<file path="config.mk">
export PLATFORM = sky130hd
export DESIGN_NAME = mouse_packet_cursor_tracker_top
export DESIGN_NICKNAME = d
export VERILOG_FILES = /design/src/design/mpct_pkg.sv /design/src/design/mpct_framer.sv /design/src/design/mpct_cursor.sv /design/src/design/mouse_packet_cursor_tracker_top.sv
export SDC_FILE = /design/constraint.sdc
export NUM_CORES = 1
export LEC_CHECK = 0
export BUFFER_PORTS_ARGS = -buffer_cell sky130_fd_sc_hd__buf_2
export CAP_MARGIN = 20
export CORE_MARGIN = 1.5
export CORE_UTILIZATION = 50
export CTS_BUF_LIST = sky130_fd_sc_hd__clkbuf_8
export DETAILED_ROUTE_END_ITERATION = 6
export PLACE_DENSITY = 0.7
export SLEW_MARGIN = 20
export SYNTH_ARGS = -nofsm -noshare
export SYNTH_HDL_FRONTEND = slang
export SYNTH_SLANG_ARGS = --single-unit
</file>
<file path="constraint.sdc">
create_clock -name clk -period 6.7 [get_ports clk]
set_clock_uncertainty 0.1 [all_clocks]
set_input_delay 0.67 -clock clk [delete_from_list [all_inputs] [get_ports clk]]
set_output_delay 0.67 -clock clk [all_outputs]
set_load 0.01 [all_outputs]
</file>
<file path="src/design/mpct_pkg.sv">
// ============================================================================
// mpct_pkg: shared types and constants for the mouse packet cursor tracker
// Holds the register indexes, reset values, byte bit positions and the decoded packet structure.
// ============================================================================
package mpct_pkg;

	localparam int unsigned CFG_IDX_W = 4;
	localparam int unsigned POS_W     = 12;
	localparam int unsigned MOVE_W    = 9;

	localparam logic [CFG_IDX_W-1:0] CFG_MAX_CURSOR_X = 4'd0;
	localparam logic [CFG_IDX_W-1:0] CFG_MAX_CURSOR_Y = 4'd1;

	localparam logic [POS_W-1:0] MAX_X_RESET = 12'd1152;
	localparam logic [POS_W-1:0] MAX_Y_RESET = 12'd864;

	// Bit positions inside the first byte of a packet.
	localparam int unsigned BIT_LEFT   = 0;
	localparam int unsigned BIT_RIGHT  = 1;
	localparam int unsigned BIT_MIDDLE = 2;
	localparam int unsigned BIT_SYNC   = 3;
	localparam int unsigned BIT_XSIGN  = 4;
	localparam int unsigned BIT_YSIGN  = 5;
	localparam int unsigned BIT_XOVF   = 6;
	localparam int unsigned BIT_YOVF   = 7;

	typedef enum logic [2:0] {
		BYTE_FIRST  = 3'b001,
		BYTE_SECOND = 3'b010,
		BYTE_THIRD  = 3'b100
	} byte_pos_t;

	typedef struct packed {
		logic                     done;
		logic                     left_button;
		logic                     right_button;
		logic                     middle_button;
		logic                     x_overflow;
		logic                     y_overflow;
		logic signed [MOVE_W-1:0] move_x;
		logic signed [MOVE_W-1:0] move_y;
	} pkt_t;

endpackage

</file>
<file path="src/design/mpct_framer.sv">
// ============================================================================
// mpct_framer: packet framing for the three-byte mouse stream
// Tracks the byte position, holds the first two bytes and decodes a packet
// when the third byte is presented.
// ============================================================================
module mpct_framer (
	input  logic                clk,
	input  logic                arst_n,
	input  logic                byte_valid,
	input  logic                byte_fire,
	input  logic [7:0]          byte_data,
	output mpct_pkg::pkt_t      pkt
);
	import mpct_pkg::*;

	byte_pos_t  pos_q;
	byte_pos_t  pos_next;
	logic [7:0] first_q;
	logic [7:0] second_q;
	logic       take_first;
	logic       take_second;

	always_comb begin
		pos_next    = pos_q;
		take_first  = 1'b0;
		take_second = 1'b0;
		pkt         = '0;
		case (pos_q)
			BYTE_SECOND: begin
				take_second = 1'b1;
				pos_next    = BYTE_THIRD;
			end
			BYTE_THIRD: begin
				pos_next          = BYTE_FIRST;
				pkt.done          = byte_valid;
				pkt.left_button   = first_q[BIT_LEFT];
				pkt.right_button  = first_q[BIT_RIGHT];
				pkt.middle_button = first_q[BIT_MIDDLE];
				pkt.x_overflow    = first_q[BIT_XOVF];
				pkt.y_overflow    = first_q[BIT_YOVF];
				pkt.move_x        = {first_q[BIT_XSIGN], second_q};
				pkt.move_y        = {first_q[BIT_YSIGN], byte_data};
			end
			default: begin
				// A first byte without the sync bit is dropped to regain alignment.
				if (byte_data[BIT_SYNC]) begin
					take_first = 1'b1;
					pos_next   = BYTE_SECOND;
				end else begin
					pos_next = BYTE_FIRST;
				end
			end
		endcase
	end

	always_ff @(posedge clk or negedge arst_n) begin
		if (!arst_n) begin
			pos_q <= BYTE_FIRST;
		end else if (byte_fire) begin
			pos_q <= pos_next;
		end
	end

	always_ff @(posedge clk) begin
		if (byte_fire && take_first) begin
			first_q <= byte_data;
		end
		if (byte_fire && take_second) begin
			second_q <= byte_data;
		end
	end

endmodule

</file>
<file path="src/design/mpct_cursor.sv">
// ============================================================================
// mpct_cursor: clamped cursor position tracking
// Applies a packet's deltas to the cursor and clamps each axis to its limit.
// ============================================================================
module mpct_cursor (
	input  logic                              clk,
	input  logic                              arst_n,
	input  logic                              update,
	input  logic signed [mpct_pkg::MOVE_W-1:0] move_x,
	input  logic signed [mpct_pkg::MOVE_W-1:0] move_y,
	input  logic [mpct_pkg::POS_W-1:0]        max_x,
	input  logic [mpct_pkg::POS_W-1:0]        max_y,
	output logic [mpct_pkg::POS_W-1:0]        next_x,
	output logic [mpct_pkg::POS_W-1:0]        next_y
);
	import mpct_pkg::*;

	localparam int unsigned SUM_W = POS_W + 2;

	logic [POS_W-1:0]        cursor_x_q;
	logic [POS_W-1:0]        cursor_y_q;
	logic signed [SUM_W-1:0] sum_x;
	logic signed [SUM_W-1:0] sum_y;

	function automatic logic [POS_W-1:0] clamp(input logic signed [SUM_W-1:0] v,
			input logic [POS_W-1:0] lim);
		logic [POS_W-1:0] res;
		if (v[SUM_W-1]) begin
			res = '0;
		end else if (v[SUM_W-2:0] > {1'b0, lim}) begin
			res = lim;
		end else begin
			res = v[POS_W-1:0];
		end
		return res;
	endfunction

	// Y is subtracted because the screen axis grows downward.
	assign sum_x = $signed({2'b00, cursor_x_q}) + SUM_W'(move_x);
	assign sum_y = $signed({2'b00, cursor_y_q}) - SUM_W'(move_y);

	assign next_x = clamp(sum_x, max_x);
	assign next_y = clamp(sum_y, max_y);

	always_ff @(posedge clk or negedge arst_n) begin
		if (!arst_n) begin
			cursor_x_q <= '0;
			cursor_y_q <= '0;
		end else if (update) begin
			cursor_x_q <= next_x;
			cursor_y_q <= next_y;
		end
	end

endmodule

</file>
<file path="src/design/mouse_packet_cursor_tracker_top.sv">
// ============================================================================
// mouse_packet_cursor_tracker_top: mouse packet decoder with cursor tracking
// Input register, framing and cursor logic, and a result register.
// ============================================================================
// Takes one raw mouse byte per cycle while in_stall is low and emits one
// word per complete three-byte packet; the third byte passes through the
// input register and then the result register. A first byte without
// bit 3 set is dropped. The cursor adds move_x and subtracts move_y and is
// clamped to 0..max_cursor_x and 0..max_cursor_y; the overflow bits are only
// reported. Bytes that complete no packet never wait on the output side;
// only a third byte stalls while an unclaimed result still holds the result
// register. Configuration writes are always ready and should be issued while
// no packet is in flight.
module mouse_packet_cursor_tracker_top (
	input  logic                               clk,
	input  logic                               arst_n,
	input  logic                               cfg_valid,
	output logic                               cfg_ready,
	input  logic [mpct_pkg::CFG_IDX_W-1:0]     cfg_index,
	input  logic [mpct_pkg::POS_W-1:0]         cfg_data,
	input  logic                               in_valid,
	output logic                               in_stall,
	input  logic [7:0]                         rx_byte,
	output logic                               out_valid,
	input  logic                               out_stall,
	output logic                               left_button,
	output logic                               right_button,
	output logic                               middle_button,
	output logic                               x_overflow,
	output logic                               y_overflow,
	output logic signed [mpct_pkg::MOVE_W-1:0] move_x,
	output logic signed [mpct_pkg::MOVE_W-1:0] move_y,
	output logic [mpct_pkg::POS_W-1:0]         pos_x,
	output logic [mpct_pkg::POS_W-1:0]         pos_y
);
	import mpct_pkg::*;

	logic [POS_W-1:0] max_x_q;
	logic [POS_W-1:0] max_y_q;
	logic             valid_s1;
	logic [7:0]       byte_s1;
	logic             out_free;
	logic             fire_s1;
	logic             in_fire;
	pkt_t             pkt;
	logic [POS_W-1:0] next_x;
	logic [POS_W-1:0] next_y;
	logic             result_fire;

	assign cfg_ready = 1'b1;

	always_ff @(posedge clk or negedge arst_n) begin
		if (!arst_n) begin
			max_x_q <= MAX_X_RESET;
			max_y_q <= MAX_Y_RESET;
		end else if (cfg_valid && cfg_ready) begin
			if (cfg_index == CFG_MAX_CURSOR_X) begin
				max_x_q <= cfg_data;
			end else if (cfg_index == CFG_MAX_CURSOR_Y) begin
				max_y_q <= cfg_data;
			end
		end
	end

	// The staged byte moves on unless it completes a packet and the result
	// register is still held by an unclaimed word.
	assign out_free    = !out_valid || !out_stall;
	assign fire_s1     = valid_s1 && (!pkt.done || out_free);
	assign result_fire = fire_s1 && pkt.done;
	assign in_stall    = valid_s1 && !fire_s1;
	assign in_fire     = in_valid && !in_stall;

	always_ff @(posedge clk or negedge arst_n) begin
		if (!arst_n) begin
			valid_s1 <= 1'b0;
		end else if (!valid_s1 || fire_s1) begin
			valid_s1 <= in_valid;
		end
	end

	always_ff @(posedge clk) begin
		if (in_fire) begin
			byte_s1 <= rx_byte;
		end
	end

	mpct_framer u_framer (
		.clk        (clk),
		.arst_n     (arst_n),
		.byte_valid (valid_s1),
		.byte_fire  (fire_s1),
		.byte_data  (byte_s1),
		.pkt        (pkt)
	);

	mpct_cursor u_cursor (
		.clk    (clk),
		.arst_n (arst_n),
		.update (result_fire),
		.move_x (pkt.move_x),
		.move_y (pkt.move_y),
		.max_x  (max_x_q),
		.max_y  (max_y_q),
		.next_x (next_x),
		.next_y (next_y)
	);

	always_ff @(posedge clk or negedge arst_n) begin
		if (!arst_n) begin
			out_valid <= 1'b0;
		end else if (out_free) begin
			out_valid <= result_fire;
		end
	end

	always_ff @(posedge clk) begin
		if (result_fire) begin
			left_button   <= pkt.left_button;
			right_button  <= pkt.right_button;
			middle_button <= pkt.middle_button;
			x_overflow    <= pkt.x_overflow;
			y_overflow    <= pkt.y_overflow;
			move_x        <= pkt.move_x;
			move_y        <= pkt.move_y;
			pos_x         <= next_x;
			pos_y         <= next_y;
		end
	end

endmodule

</file>
==> out/summary.txt, run 1 <==
Status -> finished clean
Max cap viols -> 0
Reg clk slew, reported paths -> 0.08 ns
Inst Count DP -> 827
Initial antenna violation count -> 0
Initial core utilization -> 51.4%
Worst R2R Path Depth -> 16
Worst-Margin Slew -> 0.937 ns
Clk Latency, worst-skew pair -> 0.45 ns
Clock buffer depth -> 2
Clock sinks -> 123
Global-route wire length before repair -> 22900 um
Share of cells above drive strength 1 -> 21.4%
Die Y -> 117 um
TritonCTS clock tree -> yes
Met1 WL -> 6260 um
Pwr Density -> 449 mW/mm2
Post-CTS Setup Inserts -> 0
Headroom to the max-slew limit -> 37.5%
Post-synth net total -> 670
Final min period -> 5.16 ns
Avg WL per Cell -> 16.6 um
TNS Setup -> 0 ns
Setup Crit Path Kind -> flop to flop
Overflow left after global routing -> 0
Core area -> 0.0127 mm2
Register area share after synthesis -> 52.7%
Drc violations -> 0
FF+latch count, synth -> 123
Largest net degree at the start of global routing -> 54
Number of global-route vias before repair -> 4630
Port bufs -> 77
Remaining antenna violation count after routing -> 0
Area delta synth->final -> 13.8%
Final Hold Vio Count -> 0
H-tree levels -> 4
RSZ-0062 raised after global routing -> false
R2r setup slk -> 1.54 ns
Req. time, crit path -> 6.78 ns
Vias -> 4588
Worst R2R End -> pos_y[7]
Yosys cell types -> 55
CTS root buffer -> clkbuf_8
Worst vdd ir -> 0.000427 V
Post-synth EDFFs -> 70
Arr. time, crit path -> 5.24 ns
Nets -> 757
Antenna diodes -> 0
Initial DRC Count -> 256
Pre-antenna DRT Iters -> 5
Post_cts resized -> 0
LEAKAGE -> 3.41 nW
Max Slew Vio Count -> 0
Syn. warnings -> 0
Total power -> 3.33 mW
Die width -> 117 um
Met2 routed WL -> 6730 um
Final period util -> 77.0%
Die Area -> 0.0137 mm2
Critical Path Sink Type -> flop
Total GRT Usage -> 22.5%
Ys flop type -> edfxtp_1
Mapped Area -> 0.00652 mm2
Final WL -> 14300 um
GPL Wtd Cong -> 0.897
RR Startpoint -> u_framer.pos_q[2]
WL met3 -> 823 um
# hold bufs at CTS -> 0
Post-DP HPWL -> 10700 um
Final setup vio count -> 0
CP Launch Type -> flop
DR vias/cell -> 5.34
Total I/O pin count -> 79
Fin cells -> 859
Fmax achieved -> 194 MHz
Crit-path max FO -> 27
Syn Area/Cell -> 11.1 um2
Total CTS buffers -> 17
Post-Syn Instances -> 587
Site row count -> 41
Post-synth ARST share -> 43.1%
Post-layout util -> 58.5%
HP Class -> input port to asynchronous set/reset pin
DR top layer -> met4
per-layer routing:
| layer | global-route usage (%) | vias up |
|---|---|---|
| met4 | 10.6 | 0 |
| li1 | - | 2249 |
| met5 | 0 | - |
| met3 | 6.02 | 35 |
| met1 | 28.6 | 2157 |
| met2 | 36.1 | 147 |
final cells by class:
cell class / count / area, um2
fillers: 1104 / 5260
flip-flops and latches: 123 / 3440
clock buffers: 17 / 234
multi-input cells: 399 / 2810
inverters: 49 / 184
repair buffers: 84 / 438
clock inverters: 15 / 101
well taps: 172 / 215
cells by family after synthesis:
group                    count (synthesis)  synth area share, %
adder cells (fa/ha/maj)                 54                 10.6
other                                    1               0.0575
AO/OA/AOI/OAI                          110                 10.5
flip-flops                             123                 52.7
AND/OR/NAND/NOR                        176                 13.0
buffers and inverters                   65                 4.30
multiplexers                            38                 6.09
XOR/XNOR                                20                 2.69
where the power goes:
part	switching [mW]	leakage [nW]	total (mW)	internal, mW
sequential	0.0831	1.30	1.07	0.986
combinational	0.976	1.94	1.69	0.718
clock	0.312	0.163	0.564	0.253
synth_stat cells (all sizes together), types with 6 or more instances:
cell / number / share of area (%)
nor2: 43 / 2.5
mux2i: 25 / 3.8
mux2: 13 / 2.2
ha: 52 / 10
edfxtp: 70 / 32
o21ai: 46 / 3.6
clkbuf: 8 / 0.46
dfrtp: 46 / 18
nand2b: 9 / 0.98
inv: 49 / 2.8
and2: 18 / 1.7
nor3: 11 / 0.92
a21o: 10 / 1.2
nand2: 63 / 3.7
dfstp: 7 / 2.8
xnor2: 18 / 2.4
nand3: 9 / 0.69
a21oi: 25 / 1.9
o22ai: 6 / 0.58
buf: 8 / 1.0
registers in the layout, summed over array words and instances, names as in the netlist:
register and count:
byte_s1 8, left_button 1, u_cursor.cursor_x_q 12, move_x 9, valid_s1 1, u_framer.second_q 8
middle_button 1, u_framer.first_q 7, right_button 1, y_overflow 1, pos_x 12, x_overflow 1
out_valid 1, max_y_q 12, move_y 9, pos_y 12, max_x_q 12, u_cursor.cursor_y_q 12
u_framer.pos_q 3
worst max path at each step:
stage	slack, ns	end	startpoint
2_1_floorplan	2.42	pos_x[1]	u_framer.pos_q[1]
3_3_place_gp	1.70	pos_x[8]	u_framer.pos_q[1]
3_5_place_dp	1.60	pos_y[10]	u_framer.pos_q[1]
4_1_cts	1.59	pos_y[10]	u_framer.pos_q[1]
5_1_grt	0.99	pos_y[10]	u_framer.pos_q[2]
6_report	1.54	pos_y[7]	u_framer.pos_q[2]
critical path, stage by stage, from the launching register on:
cell      delay (ns)
dfrtp_1         0.44
nor3b_4         0.82
nand2_2         0.34
ha_1            0.37
nor3_1          0.47
nand2_1         0.11
nor3_1          0.18
o21bai_1        0.11
xnor2_1         0.15
ha_1            0.30
nand3_1         0.11
nor4_1          0.33
a21oi_1         0.06
o21ai_1         0.08
nand2_1         0.46
mux2i_1         0.39
nor2_1          0.07
per-stage QoR:
step	instance area, um2	setup slack [ns]	hold slack, ns
after floorplan	6520	2.42	0.274
after global placement	7080	1.70	0.375
after detailed placement	7080	1.60	0.382
after CTS	7410	1.59	0.260
after global routing	7410	0.993	0.280
final	7410	1.54	0.258
cell usage in the layout, fill, tap and decap left out, types with 6 or more instances in the layout:
| cell type | n |
|---|---|
| buf_2 | 77 |
| edfxtp_1 | 70 |
| nand2_1 | 62 |
| ha_1 | 52 |
| inv_1 | 48 |
| dfrtp_1 | 46 |
| nor2_1 | 43 |
| o21ai_1 | 38 |
| a21oi_1 | 25 |
| mux2i_1 | 25 |
| and2_1 | 18 |
| xnor2_1 | 18 |
| clkbuf_8 | 17 |
| mux2_2 | 13 |
| nor3_1 | 10 |
| a21o_1 | 10 |
| nand3_1 | 9 |
| nand2b_1 | 8 |
| dfstp_2 | 7 |
| buf_4 | 7 |
| o21ai_0 | 6 |
| o22ai_1 | 6 |
(Power assumes the default switching activity.)
==> run 2: changes to the inputs <==
ABC_AREA = 1   (was default)
clock period = 5.3 ns   (was 6.7 ns; I/O delays follow)
==> run 2 against run 1 <==
  * Sequential share of layout area is 2.0 points lower
  * Maximum frequency is 12% higher
  * Critical path depth increased by 8
  * Synthesized cell count is 30% higher
  * Largest power group unchanged
==> out/summary.txt, run 2 <==
Total CTS buffers -> 17 (unchanged)
Psw -> 2.12 mW (+55%)
Total power -> 4.69 mW (+41%)
CP Launch Type -> flop
Filler instances -> 1197 (+8.4%)
Die Area -> 0.0145 mm2 (+5.7%)
RSZ-0062 raised after global routing -> false
Post_cts resized -> 0 (unchanged)
Total I/O pin count -> 79 (unchanged)
FF+latch count, synth -> 123 (unchanged)
Pre-antenna DRT Iters -> 5 (unchanged)
Internal power -> 2.57 mW (+31%)
TritonCTS clock tree -> yes
Final min period -> 4.62 ns (-0.541 ns)
Reg clk slew, reported paths -> 0.08 ns (about the same)
Post-synthesis mux area share -> 0% (-6.1 points)
Pwr Density -> 605 mW/mm2 (+35%)
Port bufs -> 77 (unchanged)
Clock sinks -> 123 (unchanged)
Register area share after synthesis -> 49.8% (-2.9 points)
Post-synth ARST share -> 43.1% (unchanged)
HP Class -> input port to asynchronous set/reset pin
Final WL -> 15300 um (+7.1%)
Die width -> 120 um (+2.8%)
Total GRT Usage -> 22.1% (-0.40 points)
# hold bufs at CTS -> 0 (unchanged)
Max cap viols -> 0 (unchanged)
Antenna diodes -> 0 (unchanged)
Worst-Margin Slew -> 0.767 ns (-0.170 ns)
Post-DP HPWL -> 11600 um (+8.8%)
Commonest non-fill, non-tap cells in the layout -> 191 x nand2_1, 133 x inv_1, 77 x buf_2
Ys flop type -> edfxtp_1
Max Slew Vio Count -> 0 (unchanged)
Most common cell after layout, fill and taps aside -> nand2_1
Overflow left after global routing -> 0 (unchanged)
Most instantiated cells after synthesis -> 191 x nand2_1, 132 x inv_1, 70 x edfxtp_1
Fmax achieved -> 217 MHz (+12%)
H-tree levels -> 4 (unchanged)
Largest net degree at the start of global routing -> 54 (unchanged)
Arr. time, crit path -> 4.71 ns (-0.53 ns)
Mapped Area -> 0.00690 mm2 (+5.8%)
DR vias/cell -> 5.17 (-3.2%)
Status -> finished clean
Setup Crit Path Kind -> flop to flop
Post-synth EDFFs -> 70 (unchanged)
Die Y -> 120 um (+2.8%)
Initial antenna violation count -> 0 (unchanged)
Drc violations -> 0 (unchanged)
Initial core utilization -> 51.7% (+0.24 points)
XOR/XNOR share of the synthesized area -> 2.30% (-0.38 points)
Post-synthesis compound-gate area fraction -> 5.75% (-4.8 points)
Post-layout util -> 58.1% (-0.44 points)
Initial DRC Count -> 420 (+64%)
Global-route wire length before repair -> 24700 um (+7.7%)
Switching share of total power -> 45.3% (+4.1 points)
Largest family of logic cells by synthesized area -> simple AND/OR/NAND/NOR gates
Core area -> 0.0133 mm2 (+5.3%)
Post-CTS Setup Inserts -> 0 (unchanged)
Yosys cell types -> 44 (-20%)
Crit-path max FO -> 17 (-37%)
Post-synth top area share -> 30.5% (-1.8 points)
Post-Syn Instances -> 762 (+30%)
CTS root buffer -> clkbuf_8
Ranking of synthesized cells by area -> edfxtp_1 30%, dfrtp_1 17%, nand2_1 10%, ha_1 9.4%, inv_1 7.2%
Inst Count DP -> 997 (+21%)
Vias -> 5323 (+16%)
Post-synth net total -> 845 (+26%)
Clk Latency, worst-skew pair -> 0.44 ns (about the same)
Critical Path Sink Type -> flop
Sequential power share -> 29.1% (-3.0 points)
Clock buffer depth -> 2 (unchanged)
TNS Setup -> 0 ns (unchanged)
Syn Area/Cell -> 9.05 um2 (-18%)
Gate power share -> 55.1% (+4.2 points)
Clk pwr share -> 15.8% (-1.2 points)
Site row count -> 42 (+2.4%)
Headroom to the max-slew limit -> 48.7% (+11 points)
Top-count cell post-synth -> nand2_1
Area delta synth->final -> 12.4%
Share of cells above drive strength 1 -> 16.6% (-4.8 points)
Req. time, crit path -> 5.40 ns (-1.38 ns)
Post-Synth Simple-Gate Area -> 22.6% (+9.5 points)
Fin cells -> 1030 (+20%)
Remaining antenna violation count after routing -> 0 (unchanged)
LEAKAGE -> 4.03 nW (+18%)
Number of global-route vias before repair -> 5164 (+12%)
Adder-Cell Fraction of Synth Area -> 10.0% (-0.58 points)
R2r setup slk -> 0.68 ns (-0.86 ns)
Avg WL per Cell -> 14.8 um (-11%)
Area leader, netlist -> edfxtp_1
Final setup vio count -> 0 (unchanged)
Worst vdd ir -> 0.000529 V (+24%)
Final period util -> 87.1% (+10 points)
Syn. warnings -> 0 (unchanged)
GPL Wtd Cong -> 0.902 (+0.49%)
Final Hold Vio Count -> 0 (unchanged)
Nets -> 924 (+22%)
## run 2: cell types whose count changed after synthesis, sizes merged, moves of 12 or more
cell,change
nand4,+22
nand3,+38
xnor2,-12
nand2,+132
and3,+23
o21ai,-12
mux2,-13
and2,-18
inv,+88
mux2i,-25
## run 2: critical path, cell delays in order (launching register included)
cell and delay [ns]:
dfrtp_1 0.36, inv_1 0.13, nand3_4 0.22, nor2_1 0.26
ha_1 0.24, inv_1 0.08, fa_1 0.35, inv_1 0.10
nand3_1 0.08, nand2_1 0.13, nand2_1 0.07, nand3_1 0.17
xor2_1 0.32, inv_1 0.08, ha_1 0.30, nand2_1 0.06
nor2_1 0.16, nand2_1 0.08, nand2_1 0.06, nand2_1 0.05
nand2_1 0.05, nand2_1 0.24, nand2_1 0.38, nand2_1 0.12
and3_1 0.17
## run 2: path summary, 6_finish.rpt
| kind | from | endpoint | depth (start not counted) |
|---|---|---|---|
| worst max-delay path | u_framer.pos_q[1] | pos_x[4] | 24 |
| worst min-delay path | arst_n | u_cursor.cursor_y_q[6] | 2 |
| worst max register to register | u_framer.pos_q[1] | pos_x[4] | 24 |
| worst min register to register | max_y_q[4] | max_y_q[4] | 2 |
| max in group asynchronous | arst_n | u_cursor.cursor_x_q[7] | 2 |
| min in group clk | rx_byte[0] | byte_s1[0] | 1 |
## run 2: layer usage
metal  track usage, %  wire length, um  vias to the layer above  part of all wire, %
li1                 -                -                     2642                    -
met3             5.71              770                       35                  5.0
met2             36.4             7330                      154                   48
met4             9.63              490                        0                  3.2
met5                0                0                        -                    0
met1             27.6             6690                     2492                   44
## run 2: cell families (layout without fill, tap and decap cells)
logic type,count (synthesis),after routing
and+or+nand+nor,339,339
xor gates and xnor gates,16,16
DFF,123,123
other,1,1
AOI/OAI and AO/OA,72,72
buffers and inverters,157,249
adders and majority gates,54,54
## run 2: area by class of cell
class	count	area [um2]	area share, %
inverters	137	514	6.63
well taps	176	220	2.84
clock buffers	19	262	3.37
clock inverters	13	93.8	1.21
multi-input cells	482	2810	36.2
repair buffers	80	420	5.42
flip-flops and latches	123	3440	44.3
## run 2: stage by stage
| step | setup WS [ns] | cell area [um2] | hold WS (ns) |
|---|---|---|---|
| 2_1_floorplan | 1.42 | 6900 | 0.134 |
| 3_3_place_gp | 0.921 | 7380 | 0.359 |
| 3_5_place_dp | 0.815 | 7380 | 0.370 |
| 4_1_cts | 0.759 | 7730 | 0.134 |
| 5_1_grt | 0.293 | 7750 | 0.135 |
| 6_report | 0.685 | 7750 | 0.112 |
## run 2: power groups by stage
stage	registers [mW]	clock network, mW	logic [mW]
4_1_cts	1.37	0.751	2.57
3_3_place_gp	1.38	0	2.43
6_report	1.36	0.740	2.59
5_1_grt	1.38	0.795	2.97
3_5_place_dp	1.38	0	2.56
2_1_floorplan	1.36	0	2.16
